<file path="src/hdl/ppbt_pkg.sv">
// Package for the packet pacer: word types, register indexes, codes and reset values.
// Used by every module of the pacer; depends on nothing.
package ppbt_pkg;

    // Field widths
    localparam int TIME_W  = 48;
    localparam int RATE_W  = 40;
    localparam int BIF_W   = 32;
    localparam int PKT_W   = 16;
    localparam int CWND_W  = 32;
    localparam int BURST_W = 8;
    localparam int SEG_W   = 16;
    localparam int GRAN_W  = 20;
    localparam int CFG_W   = 40;
    localparam int CFG_IDX_W = 8;

    // Internal time width default and divider width
    localparam int TIME_BITS_DEFAULT = 48;
    localparam int DIV_BITS = 40;

    // Bytes to bits, seconds to microseconds
    localparam logic [23:0] BIT_US_SCALE = 24'd8000000;

    // Request codes
    localparam logic [1:0] FUNC_SENT  = 2'd0;
    localparam logic [1:0] FUNC_QUERY = 2'd1;
    localparam logic [1:0] FUNC_CONG  = 2'd2;
    localparam logic [1:0] FUNC_NONE  = 2'd3;

    // Register indexes
    localparam logic [CFG_IDX_W-1:0] CFG_MAX_RATE = 8'd0;
    localparam logic [CFG_IDX_W-1:0] CFG_BURST    = 8'd1;
    localparam logic [CFG_IDX_W-1:0] CFG_SEGMENT  = 8'd2;
    localparam logic [CFG_IDX_W-1:0] CFG_GRAN     = 8'd3;

    // Reset values
    localparam logic [RATE_W-1:0]  MAX_RATE_RESET = '0;
    localparam logic [BURST_W-1:0] BURST_RESET    = 8'd10;
    localparam logic [SEG_W-1:0]   SEGMENT_RESET  = 16'd1460;
    localparam logic [GRAN_W-1:0]  GRAN_RESET     = 20'd1000;
    localparam logic [BURST_W-1:0] TOKENS_RESET   = 8'd10;

    // Queue depth between front and back
    localparam int QUEUE_DEPTH = 2;

    typedef struct packed {
        logic [1:0]        func;
        logic [TIME_W-1:0] time_us;
        logic [BIF_W-1:0]  inflight_bytes;
        logic [PKT_W-1:0]  packet_bytes;
        logic [CWND_W-1:0] cwnd_bytes;
        logic              in_recovery;
        logic [RATE_W-1:0] underlying_rate_bps;
        logic              underlying_blocked;
        logic              has_losses;
    } req_word_t;

    typedef struct packed {
        logic [TIME_W-1:0] wait_us;
        logic              wait_forever;
    } rsp_word_t;

    typedef struct packed {
        logic [RATE_W-1:0]  max_rate_bps;
        logic [BURST_W-1:0] initial_burst;
        logic [SEG_W-1:0]   segment_bytes;
        logic [GRAN_W-1:0]  alarm_granularity_us;
    } cfg_t;

    // Classified command as queued between front and back
    typedef struct packed {
        logic [1:0]        op;
        logic [TIME_W-1:0] time_us;
        logic              refill;
        logic              bif_zero;
        logic [PKT_W-1:0]  packet_bytes;
        logic [CWND_W-1:0] cwnd_bytes;
        logic [RATE_W-1:0] rate;
        logic              blocked;
        logic              has_losses;
    } cmd_t;

    typedef struct packed {
        logic                start;
        logic [DIV_BITS-1:0] dividend;
        logic [DIV_BITS-1:0] divisor;
    } div_req_t;

    typedef struct packed {
        logic                done;
        logic [DIV_BITS-1:0] quotient;
    } div_rsp_t;

endpackage

</file>
<file path="src/hdl/ppbt_front.sv">
// Front end of the pacer: accepts request words, classifies them and queues commands.
// Depends on ppbt_pkg.
module ppbt_front (
    input  logic               req_valid,
    output logic               req_ready,
    input  ppbt_pkg::req_word_t req_word,
    input  ppbt_pkg::cfg_t     cfg,
    output logic               push,
    output ppbt_pkg::cmd_t     push_word,
    input  logic               queue_full
);
    import ppbt_pkg::*;

    logic rate_capped;

    // Take a word whenever the queue has room
    assign req_ready = ~queue_full;

    // Drop the unused code, queue everything else
    assign push = req_valid & ~queue_full & (req_word.func != FUNC_NONE);

    // Apply the rate cap when one is set
    assign rate_capped = (cfg.max_rate_bps != '0) &&
                         (cfg.max_rate_bps < req_word.underlying_rate_bps);

    always_comb
    begin
        push_word.op           = req_word.func;
        push_word.time_us      = req_word.time_us;
        push_word.bif_zero     = (req_word.inflight_bytes == '0);
        push_word.refill       = (req_word.inflight_bytes == '0) & ~req_word.in_recovery;
        push_word.packet_bytes = req_word.packet_bytes;
        push_word.cwnd_bytes   = req_word.cwnd_bytes;
        push_word.rate         = rate_capped ? cfg.max_rate_bps
                                             : req_word.underlying_rate_bps;
        push_word.blocked      = req_word.underlying_blocked;
        push_word.has_losses   = req_word.has_losses;
    end

endmodule

</file>
<file path="src/hdl/ppbt_fifo.sv">
// Short command queue between the pacer front end and back end.
// Depends on ppbt_pkg for the command type and depth.
module ppbt_fifo (
    input  logic           clk,
    input  logic           rst_n,
    input  logic           push,
    input  ppbt_pkg::cmd_t push_word,
    output logic           full,
    output logic           head_valid,
    output ppbt_pkg::cmd_t head,
    input  logic           pop
);
    import ppbt_pkg::*;

    localparam int PTR_W = (QUEUE_DEPTH > 1) ? $clog2(QUEUE_DEPTH) : 1;
    localparam int CNT_W = $clog2(QUEUE_DEPTH + 1);
    localparam logic [PTR_W-1:0] LAST = PTR_W'(QUEUE_DEPTH - 1);

    cmd_t              slot_reg [QUEUE_DEPTH];
    logic [PTR_W-1:0]  wr_ptr_reg, wr_ptr_next;
    logic [PTR_W-1:0]  rd_ptr_reg, rd_ptr_next;
    logic [CNT_W-1:0]  count_reg, count_next;
    logic              do_push, do_pop;

    assign full       = (count_reg == CNT_W'(QUEUE_DEPTH));
    assign head_valid = (count_reg != '0);
    assign head       = slot_reg[rd_ptr_reg];
    assign do_push    = push & ~full;
    assign do_pop     = pop & head_valid;

    // Advance pointers and occupancy
    always_comb
    begin
        wr_ptr_next = wr_ptr_reg;
        rd_ptr_next = rd_ptr_reg;
        count_next  = count_reg;
        if (do_push)
        begin
            wr_ptr_next = (wr_ptr_reg == LAST) ? '0 : wr_ptr_reg + 1'b1;
        end
        if (do_pop)
        begin
            rd_ptr_next = (rd_ptr_reg == LAST) ? '0 : rd_ptr_reg + 1'b1;
        end
        case ({do_push, do_pop})
            2'b10:   count_next = count_reg + 1'b1;
            2'b01:   count_next = count_reg - 1'b1;
            default: count_next = count_reg;
        endcase
    end

    always_ff @(posedge clk or negedge rst_n)
    begin
        if (!rst_n)
        begin
            wr_ptr_reg <= '0;
            rd_ptr_reg <= '0;
            count_reg  <= '0;
        end
        else
        begin
            wr_ptr_reg <= wr_ptr_next;
            rd_ptr_reg <= rd_ptr_next;
            count_reg  <= count_next;
        end
    end

    // Store the pushed command
    always_ff @(posedge clk)
    begin
        if (do_push)
        begin
            slot_reg[wr_ptr_reg] <= push_word;
        end
    end

endmodule

</file>
<file path="src/hdl/ppbt_div.sv">
// Restoring divider for the pacer, one quotient bit per cycle.
// Depends on ppbt_pkg for the divider width and request/response types.
module ppbt_div (
    input  logic               clk,
    input  logic               rst_n,
    input  ppbt_pkg::div_req_t div_req,
    output ppbt_pkg::div_rsp_t div_rsp
);
    import ppbt_pkg::*;

    localparam int CNT_W = $clog2(DIV_BITS + 1);

    logic                busy_reg, done_reg;
    logic [CNT_W-1:0]    cnt_reg;
    logic [DIV_BITS-1:0] rem_reg, quo_reg, dvs_reg;
    logic [DIV_BITS:0]   shifted, diff;
    logic                fits;

    // Trial subtract of the divisor from the shifted remainder
    assign shifted = {rem_reg, quo_reg[DIV_BITS-1]};
    assign diff    = shifted - {1'b0, dvs_reg};
    assign fits    = (shifted >= {1'b0, dvs_reg});

    assign div_rsp.done     = done_reg;
    assign div_rsp.quotient = quo_reg;

    always_ff @(posedge clk or negedge rst_n)
    begin
        if (!rst_n)
        begin
            busy_reg <= 1'b0;
            done_reg <= 1'b0;
            cnt_reg  <= '0;
        end
        else if (div_req.start)
        begin
            busy_reg <= 1'b1;
            done_reg <= 1'b0;
            cnt_reg  <= CNT_W'(DIV_BITS);
        end
        else if (busy_reg)
        begin
            cnt_reg <= cnt_reg - 1'b1;
            if (cnt_reg == CNT_W'(1))
            begin
                busy_reg <= 1'b0;
                done_reg <= 1'b1;
            end
        end
        else
        begin
            done_reg <= 1'b0;
        end
    end

    // Shift in one quotient bit per step
    always_ff @(posedge clk)
    begin
        if (div_req.start)
        begin
            rem_reg <= '0;
            quo_reg <= div_req.dividend;
            dvs_reg <= div_req.divisor;
        end
        else if (busy_reg)
        begin
            rem_reg <= fits ? diff[DIV_BITS-1:0] : shifted[DIV_BITS-1:0];
            quo_reg <= {quo_reg[DIV_BITS-2:0], fits};
        end
    end

endmodule

</file>
<file path="src/hdl/ppbt_back.sv">
// Back end of the pacer: token and schedule state, delay sequencing, query answers.
// Depends on ppbt_pkg; drives the shared divider ppbt_div.
module ppbt_back #(
    parameter int TIME_BITS = ppbt_pkg::TIME_BITS_DEFAULT
) (
    input  logic                clk,
    input  logic                rst_n,
    input  ppbt_pkg::cfg_t      cfg,
    input  logic                head_valid,
    input  ppbt_pkg::cmd_t      head,
    output logic                head_pop,
    output ppbt_pkg::div_req_t  div_req,
    input  ppbt_pkg::div_rsp_t  div_rsp,
    output logic                rsp_valid,
    input  logic                rsp_ready,
    output ppbt_pkg::rsp_word_t rsp_word
);
    import ppbt_pkg::*;

    localparam logic [TIME_BITS-1:0] TIME_MAX = {TIME_BITS{1'b1}};
    localparam int SUM_W   = ((TIME_BITS > DIV_BITS) ? TIME_BITS : DIV_BITS) + 1;
    localparam int CLAMP_W = (TIME_BITS > TIME_W) ? TIME_BITS : TIME_W;

    localparam logic [3:0] ST_IDLE    = 4'd0;
    localparam logic [3:0] ST_REFILL  = 4'd1;
    localparam logic [3:0] ST_REFWAIT = 4'd2;
    localparam logic [3:0] ST_TOKEN   = 4'd3;
    localparam logic [3:0] ST_DELAY   = 4'd4;
    localparam logic [3:0] ST_DELWAIT = 4'd5;
    localparam logic [3:0] ST_SUM     = 4'd6;
    localparam logic [3:0] ST_UPDATE  = 4'd7;
    localparam logic [3:0] ST_QSUM    = 4'd8;
    localparam logic [3:0] ST_QOUT    = 4'd9;

    function automatic logic [TIME_BITS-1:0] sat_add(input logic [TIME_BITS-1:0] a,
                                                     input logic [DIV_BITS-1:0] b);
        logic [SUM_W-1:0] s;
        s = SUM_W'(a) + SUM_W'(b);
        if (s > SUM_W'(TIME_MAX))
            sat_add = TIME_MAX;
        else
            sat_add = s[TIME_BITS-1:0];
    endfunction

    function automatic logic [TIME_BITS-1:0] clamp_time(input logic [TIME_W-1:0] t);
        logic [CLAMP_W-1:0] w;
        w = CLAMP_W'(t);
        if (w > CLAMP_W'(TIME_MAX))
            clamp_time = TIME_MAX;
        else
            clamp_time = w[TIME_BITS-1:0];
    endfunction

    // Control state
    logic [3:0]           state_reg, state_next;
    logic [BURST_W-1:0]   tokens_reg, tokens_next;
    logic [TIME_BITS-1:0] ideal_reg, ideal_next;
    logic [TIME_BITS-1:0] ldst_reg, ldst_next;
    logic                 delayed_reg, delayed_next;
    logic                 rsp_valid_reg, rsp_valid_next;

    // Working payload
    cmd_t                 cmd_reg, cmd_next;
    logic [TIME_BITS-1:0] t_reg, t_next;
    logic [DIV_BITS-1:0]  prod_reg, prod_next;
    logic [DIV_BITS-1:0]  delay_reg, delay_next;
    logic [TIME_BITS-1:0] sum_ideal_reg, sum_ideal_next;
    logic [TIME_BITS-1:0] sum_t_reg, sum_t_next;
    logic [TIME_BITS-1:0] sum_ldst_reg, sum_ldst_next;
    logic [TIME_BITS-1:0] thresh_reg, thresh_next;
    rsp_word_t            rsp_word_reg, rsp_word_next;

    logic app_limited, catching_up;

    // Catch-up rules for a send that follows a delayed one
    assign app_limited = (ldst_reg != '0) && (t_reg > sum_ldst_reg);
    assign catching_up = (sum_ideal_reg <= t_reg);

    assign rsp_valid = rsp_valid_reg;
    assign rsp_word  = rsp_word_reg;

    always_comb
    begin
        state_next     = state_reg;
        tokens_next    = tokens_reg;
        ideal_next     = ideal_reg;
        ldst_next      = ldst_reg;
        delayed_next   = delayed_reg;
        rsp_valid_next = rsp_valid_reg & ~rsp_ready;
        cmd_next       = cmd_reg;
        t_next         = t_reg;
        prod_next      = prod_reg;
        delay_next     = delay_reg;
        sum_ideal_next = sum_ideal_reg;
        sum_t_next     = sum_t_reg;
        sum_ldst_next  = sum_ldst_reg;
        thresh_next    = thresh_reg;
        rsp_word_next  = rsp_word_reg;
        head_pop         = 1'b0;
        div_req.start    = 1'b0;
        div_req.dividend = prod_reg;
        div_req.divisor  = cmd_reg.rate;

        unique case (state_reg)
            // Take the next queued command
            ST_IDLE:
            begin
                if (head_valid)
                begin
                    head_pop = 1'b1;
                    cmd_next = head;
                    t_next   = clamp_time(head.time_us);
                    case (head.op)
                        FUNC_SENT:  state_next = ST_REFILL;
                        FUNC_QUERY: state_next = ST_QSUM;
                        default:
                        begin
                            if (head.has_losses)
                            begin
                                tokens_next = '0;
                            end
                        end
                    endcase
                end
            end
            // Refill burst tokens when leaving quiescence
            ST_REFILL:
            begin
                state_next = ST_TOKEN;
                if (cmd_reg.refill)
                begin
                    if (cfg.segment_bytes == '0)
                    begin
                        tokens_next = cfg.initial_burst;
                    end
                    else
                    begin
                        div_req.start    = 1'b1;
                        div_req.dividend = DIV_BITS'(cmd_reg.cwnd_bytes);
                        div_req.divisor  = DIV_BITS'(cfg.segment_bytes);
                        state_next       = ST_REFWAIT;
                    end
                end
            end
            ST_REFWAIT:
            begin
                if (div_rsp.done)
                begin
                    tokens_next = (div_rsp.quotient < DIV_BITS'(cfg.initial_burst))
                                ? div_rsp.quotient[BURST_W-1:0] : cfg.initial_burst;
                    state_next  = ST_TOKEN;
                end
            end
            // Spend a token, or scale the packet size for the delay
            ST_TOKEN:
            begin
                if (tokens_reg != '0)
                begin
                    tokens_next  = tokens_reg - 1'b1;
                    delayed_next = 1'b0;
                    ldst_next    = '0;
                    ideal_next   = '0;
                    state_next   = ST_IDLE;
                end
                else
                begin
                    prod_next  = DIV_BITS'(DIV_BITS'(cmd_reg.packet_bytes) *
                                           DIV_BITS'(BIT_US_SCALE));
                    state_next = ST_DELAY;
                end
            end
            ST_DELAY:
            begin
                if (cmd_reg.rate == '0)
                begin
                    delay_next = '0;
                    state_next = ST_SUM;
                end
                else
                begin
                    div_req.start = 1'b1;
                    state_next    = ST_DELWAIT;
                end
            end
            ST_DELWAIT:
            begin
                if (div_rsp.done)
                begin
                    delay_next = div_rsp.quotient;
                    state_next = ST_SUM;
                end
            end
            // Form the saturated schedule sums
            ST_SUM:
            begin
                sum_ideal_next = sat_add(ideal_reg, delay_reg);
                sum_t_next     = sat_add(t_reg, delay_reg);
                sum_ldst_next  = sat_add(ldst_reg, delay_reg);
                state_next     = ST_UPDATE;
            end
            // Commit the next ideal send time
            ST_UPDATE:
            begin
                if (delayed_reg)
                begin
                    ideal_next = sum_ideal_reg;
                    if (catching_up && !app_limited)
                    begin
                        ldst_next = t_reg;
                    end
                    else
                    begin
                        delayed_next = 1'b0;
                        ldst_next    = '0;
                    end
                end
                else
                begin
                    ideal_next = (sum_ideal_reg > sum_t_reg) ? sum_ideal_reg : sum_t_reg;
                end
                state_next = ST_IDLE;
            end
            ST_QSUM:
            begin
                thresh_next = sat_add(t_reg, DIV_BITS'(cfg.alarm_granularity_us));
                state_next  = ST_QOUT;
            end
            // Answer the query once the output register is free
            ST_QOUT:
            begin
                if (!rsp_valid_reg || rsp_ready)
                begin
                    rsp_valid_next             = 1'b1;
                    rsp_word_next.wait_us      = '0;
                    rsp_word_next.wait_forever = 1'b0;
                    if (cmd_reg.blocked)
                    begin
                        rsp_word_next.wait_forever = 1'b1;
                    end
                    else if ((tokens_reg == '0) && !cmd_reg.bif_zero &&
                             (ideal_reg > thresh_reg))
                    begin
                        delayed_next          = 1'b1;
                        rsp_word_next.wait_us = TIME_W'(ideal_reg - t_reg);
                    end
                    state_next = ST_IDLE;
                end
            end
            default:
            begin
                state_next = ST_IDLE;
            end
        endcase
    end

    always_ff @(posedge clk or negedge rst_n)
    begin
        if (!rst_n)
        begin
            state_reg     <= ST_IDLE;
            tokens_reg    <= TOKENS_RESET;
            ideal_reg     <= '0;
            ldst_reg      <= '0;
            delayed_reg   <= 1'b0;
            rsp_valid_reg <= 1'b0;
        end
        else
        begin
            state_reg     <= state_next;
            tokens_reg    <= tokens_next;
            ideal_reg     <= ideal_next;
            ldst_reg      <= ldst_next;
            delayed_reg   <= delayed_next;
            rsp_valid_reg <= rsp_valid_next;
        end
    end

    always_ff @(posedge clk)
    begin
        cmd_reg       <= cmd_next;
        t_reg         <= t_next;
        prod_reg      <= prod_next;
        delay_reg     <= delay_next;
        sum_ideal_reg <= sum_ideal_next;
        sum_t_reg     <= sum_t_next;
        sum_ldst_reg  <= sum_ldst_next;
        thresh_reg    <= thresh_next;
        rsp_word_reg  <= rsp_word_next;
    end

endmodule

</file>
<file path="src/hdl/packet_pacer_burst_tokens.sv">
// Top level of the packet pacer with burst tokens: configuration registers and wiring.
// Depends on ppbt_pkg, ppbt_front, ppbt_fifo, ppbt_back and ppbt_div.
//
// Usage: request words arrive on req_valid/req_ready/req_word. A sent word updates
// the burst tokens and pacing schedule, a congestion word may clear the tokens, a
// query word returns one response word on rsp_valid/rsp_ready/rsp_word with the
// wait in microseconds, or wait_forever when the controller blocks. Code 3 is dropped.
// A two-entry command queue sits between the front end and the back end, so the
// front keeps taking words while the back works or a response waits to be taken.
// Words are carried out one at a time by the back end: a congestion word is handled
// as it is taken; a query word passes through the threshold sum to the response register;
// a sent word first refills the tokens when due, then spends a token, or without a token
// divides for the delay, then forms and commits the schedule sums. Both divides, the
// window refill and the delay, use the shared restoring divider.
// A stalled receiver holds the response register; the back end then waits at the
// next query and the queue fills, after which req_ready drops.
// Configuration is written through cfg_wr_en/cfg_index/cfg_wdata; the user must do so
// only while idle, as the block does not enforce it. Reset: registers return to their
// defaults, tokens to 10, schedule to zero, queue empty; no clearing pass is needed.
module packet_pacer_burst_tokens #(
    parameter int TIME_BITS = ppbt_pkg::TIME_BITS_DEFAULT
) (
    input  logic                                 clk,
    input  logic                                 rst_n,
    input  logic                                 req_valid,
    output logic                                 req_ready,
    input  ppbt_pkg::req_word_t                  req_word,
    output logic                                 rsp_valid,
    input  logic                                 rsp_ready,
    output ppbt_pkg::rsp_word_t                  rsp_word,
    input  logic                                 cfg_wr_en,
    input  logic [ppbt_pkg::CFG_IDX_W-1:0]       cfg_index,
    input  logic [ppbt_pkg::CFG_W-1:0]           cfg_wdata
);
    import ppbt_pkg::*;

    cfg_t     cfg_reg, cfg_next;
    logic     push, queue_full, head_valid, head_pop;
    cmd_t     push_word, head;
    div_req_t div_req;
    div_rsp_t div_rsp;

    // Decode configuration writes
    always_comb
    begin
        cfg_next = cfg_reg;
        if (cfg_wr_en)
        begin
            unique case (cfg_index)
                CFG_MAX_RATE: cfg_next.max_rate_bps         = cfg_wdata[RATE_W-1:0];
                CFG_BURST:    cfg_next.initial_burst        = cfg_wdata[BURST_W-1:0];
                CFG_SEGMENT:  cfg_next.segment_bytes        = cfg_wdata[SEG_W-1:0];
                CFG_GRAN:     cfg_next.alarm_granularity_us = cfg_wdata[GRAN_W-1:0];
                default:      cfg_next = cfg_reg;
            endcase
        end
    end

    always_ff @(posedge clk or negedge rst_n)
    begin
        if (!rst_n)
        begin
            cfg_reg.max_rate_bps         <= MAX_RATE_RESET;
            cfg_reg.initial_burst        <= BURST_RESET;
            cfg_reg.segment_bytes        <= SEGMENT_RESET;
            cfg_reg.alarm_granularity_us <= GRAN_RESET;
        end
        else
        begin
            cfg_reg <= cfg_next;
        end
    end

    ppbt_front u_front (
        .req_valid  (req_valid),
        .req_ready  (req_ready),
        .req_word   (req_word),
        .cfg        (cfg_reg),
        .push       (push),
        .push_word  (push_word),
        .queue_full (queue_full)
    );

    ppbt_fifo u_fifo (
        .clk        (clk),
        .rst_n      (rst_n),
        .push       (push),
        .push_word  (push_word),
        .full       (queue_full),
        .head_valid (head_valid),
        .head       (head),
        .pop        (head_pop)
    );

    ppbt_back #(
        .TIME_BITS (TIME_BITS)
    ) u_back (
        .clk        (clk),
        .rst_n      (rst_n),
        .cfg        (cfg_reg),
        .head_valid (head_valid),
        .head       (head),
        .head_pop   (head_pop),
        .div_req    (div_req),
        .div_rsp    (div_rsp),
        .rsp_valid  (rsp_valid),
        .rsp_ready  (rsp_ready),
        .rsp_word   (rsp_word)
    );

    ppbt_div u_div (
        .clk     (clk),
        .rst_n   (rst_n),
        .div_req (div_req),
        .div_rsp (div_rsp)
    );

endmodule

</file>
<file path="config.mk">
export PLATFORM = sky130hd
export DESIGN_NAME = packet_pacer_burst_tokens
export DESIGN_NICKNAME = d
export VERILOG_FILES = /design/src/hdl/ppbt_pkg.sv /design/src/hdl/ppbt_front.sv /design/src/hdl/ppbt_fifo.sv /design/src/hdl/ppbt_div.sv /design/src/hdl/ppbt_back.sv /design/src/hdl/packet_pacer_burst_tokens.sv
export SDC_FILE = /design/constraint.sdc
export NUM_CORES = 2
export LEC_CHECK = 0
export BUFFER_PORTS_ARGS = -buffer_cell sky130_fd_sc_hd__buf_4
export CORE_MARGIN = 5
export CORE_UTILIZATION = 50
export CTS_CLUSTER_DIAMETER = 100
export DETAILED_ROUTE_END_ITERATION = 16
export GPL_ROUTABILITY_DRIVEN = 1
export GPL_TIMING_DRIVEN = 0
export MAX_ROUTING_LAYER = met4
export PLACE_DENSITY = 0.79
export SYNTH_ARGS = -nofsm -noshare
export SYNTH_HDL_FRONTEND = slang
export SYNTH_SLANG_ARGS = --single-unit
</file>
<file path="constraint.sdc">
create_clock -name clk -period 19.2 [get_ports clk]
set_input_delay 0.96 -clock clk [delete_from_list [all_inputs] [get_ports clk]]
set_output_delay 0.96 -clock clk [all_outputs]
set_load 0.01 [all_outputs]
</file>
==> impl_results.md <==
- Largest net degree at the start of global routing: 118
- Die area: 133000 um^2
- Synthesis Warnings: 0
- DP Cell Count: 7617
- HP Class: primary input to asynchronous set/reset pin
- Placer Congestion: 0.980
- R2r setup slk: 12.43 ns
- Area taken by multi-input logic gates: 29800 um^2
- CTS H-tree depth: 3
- CTS tree: yes
- Hold_buf cts: 0
- Clock Tree Buf Depth: 3
- Most common flop cell mapped by yosys: edfxtp_1
- RSZ-0062 raised after global routing: false
- Starting Density: 50.1%
- Drt wl/cell: 23.5 um
- Die width: 364 um
- Max-cap violations: 0
- CP Launch Type: flip-flop
- Post-synthesis sequential area ratio: 48.5%
- Post-Syn Area per Cell: 11.1 um^2
- Sink Count: 1060
- Final hold vios: 0
- ANT nets after route: 0
- First-pass GRT wire length: 277000 um
- CTS resizes: 0
- Critical Path Fanout Max: 6
- I/O Pins: 277
- Mapped Cells: 5649
- Critical Path RT: 19.70 ns
- I/O Buffers: 276
- Die height: 364 um
- Max reg flops: 284
- Final setup fails: 0
- Cell taking the most area after synthesis: edfxtp_1
- Max Clk Rate: 148 MHz
- Commonest non-fill, non-tap cell in the layout: edfxtp_1
- Number of detailed-route iterations in the first pass: 6
- Tmin final: 6.77 ns
- Post-synth EDFFs: 814
- Critical path class: flip-flop to flip-flop
- # fillers: 10271
- Number of setup buffers added after CTS: 0
- DR iter-0 viols: 4276
- CP endpoint kind: flip-flop
- Vias: 46768
- Placement Rows: 130
- Area contributors post-synth: edfxtp_1, ha_1, dfrtp_1, mux2_2, a21oi_1
- Worst-path clk slew: 0.06 ns
- Headroom to the max-slew limit: 1.81%
- Post-place setup slack: 12.58 ns
- Worst-Margin Slew: 1.47 ns
- Vias in the first global route: 46306
- Reg2reg start: u_back.cmd_reg[76]
- TritonCTS buffer count: 114
- CTS root buf: clkbuf_16
- Area grow syn2layout: 14.1%
- Drt via density: 5.97
- Final-stage net count: 6944
- Post-Route Setup TNS: 0 ns
- # DRC: 0
- Outcome: finished, final reports clean
- Layout cells sized above 1: 15.0%
- Synthesized area: 62700 um^2
- Post-synth ARST share: 19.4%
- Core Footprint: 125000 um^2
- Total track usage: 28.2%
- Max-slew violations: 0
- Post-route setup slack: 12.43 ns
- Post-Route WL: 184000 um
- Reg2Reg Capture Point: u_back.prod_reg[37]
- Skew final: 0.0940 ns
- Worst reg2reg path depth: 18
- WHS: 0.252 ns
- Fin cells: 7836
- Worst Path Arrival: 7.27 ns
- Mapped Nets: 6510
- Initial antenna violation count: 2
- Most frequent cells in the layout: edfxtp_1, ha_1, inv_1
- Tcrit/Tclk final: 35.3%
- Register area: 30400 um^2
- Synth cell types: 88
- GRT overflow: 0
- Clk_lat worst skew: 0.80 ns
- Detailed Place HPWL: 143000 um
- Top cell type's share of synthesized area: 39.0%
- Register bit count reported by yosys: 1060
## cell usage after synthesis (all sizes together), types with 36 or more instances
cell,instances
a22o,49
and3,79
and2,44
nor2,297
nor3,61
fa,61
inv,472
or2,66
dfrtp,190
nor4,68
nor2b,60
nand4,89
mux2,293
o21a,40
ha,574
xnor2,138
nand2b,54
nand4b,50
edfxtp,814
nand3,143
o21ai,260
a211oi,36
clkbuf,154
nand2,387
buf,36
a21oi,384
xor2,104
mux2i,36
a21o,196
a32oi,50
dfxtp,40
## worst max path at each step
stage          slack, ns           startpoint                   to
3_3_place_gp       -5.89  u_back.state_reg[3]  u_fifo.count_reg[1]
5_1_grt            12.30   u_back.cmd_reg[75]  u_back.prod_reg[37]
4_1_cts            12.56   u_back.cmd_reg[75]  u_back.prod_reg[37]
3_5_place_dp       12.58   u_back.cmd_reg[75]  u_back.prod_reg[37]
6_report           12.43   u_back.cmd_reg[76]  u_back.prod_reg[37]
2_1_floorplan       2.98  u_back.state_reg[3]  u_fifo.count_reg[1]
## worst max-delay path, stage by stage, from the launching register on
cell,delay (ns)
edfxtp_1,0.55
inv_1,0.16
fa_1,0.52
inv_1,0.06
fa_1,0.51
fa_1,0.58
fa_1,0.42
ha_1,0.29
inv_1,0.05
fa_1,0.50
inv_1,0.04
ha_1,0.36
and3_1,0.25
and3_1,0.22
o41ai_1,0.42
a21oi_1,0.21
o41ai_1,0.65
o21ai_0,0.33
a311o_1,0.41
## layout make-up
class	instances	share of cell area [%]
Clock inverter	70	1.15
Sequential cell	1060	42.5
Timing Repair Buffer	318	3.75
Multi-Input combinational cell	3926	41.7
Buffer	190	1.07
Clock buffer	148	4.47
Inverter	473	2.48
Antenna cell	1	0.00350
Tap cell	1650	2.89
## metal layers
layer  part of all wire (%)  global-route usage [%]  up-vias
li1                       -                       -    21719
met1                     41                    35.7    22940
met2                     48                    46.2     1764
met3                    6.9                    4.16      345
met4                    4.1                    10.5        0
met5                      0                       -        -
## cells by family (layout without fill, tap and decap cells)
family | after synthesis | after routing | share of synthesized area, %
muxes | 329 | 329 | 5.84
DFF | 1060 | 1060 | 48.5
xor gates and xnor gates | 242 | 242 | 3.38
other | 0 | 1 | 0
buffers and inverters | 663 | 1199 | 4.05
adders and majority gates | 635 | 635 | 13.4
and+or+nand+nor | 1450 | 1450 | 11.7
AOI/OAI and AO/OA | 1270 | 1270 | 13.2
## stage by stage
step                      utilization [%]  cell area, um^2
final                                57.2            71500
after global routing                 57.2            71500
after detailed placement             54.0            67500
after global placement               53.4            66800
after floorplan                         -            62700
after CTS                            57.2            71500
Power is left out: the tool's default activity adds up to more than one toggle a clock period on the data nets, which glitch-free logic cannot reach.
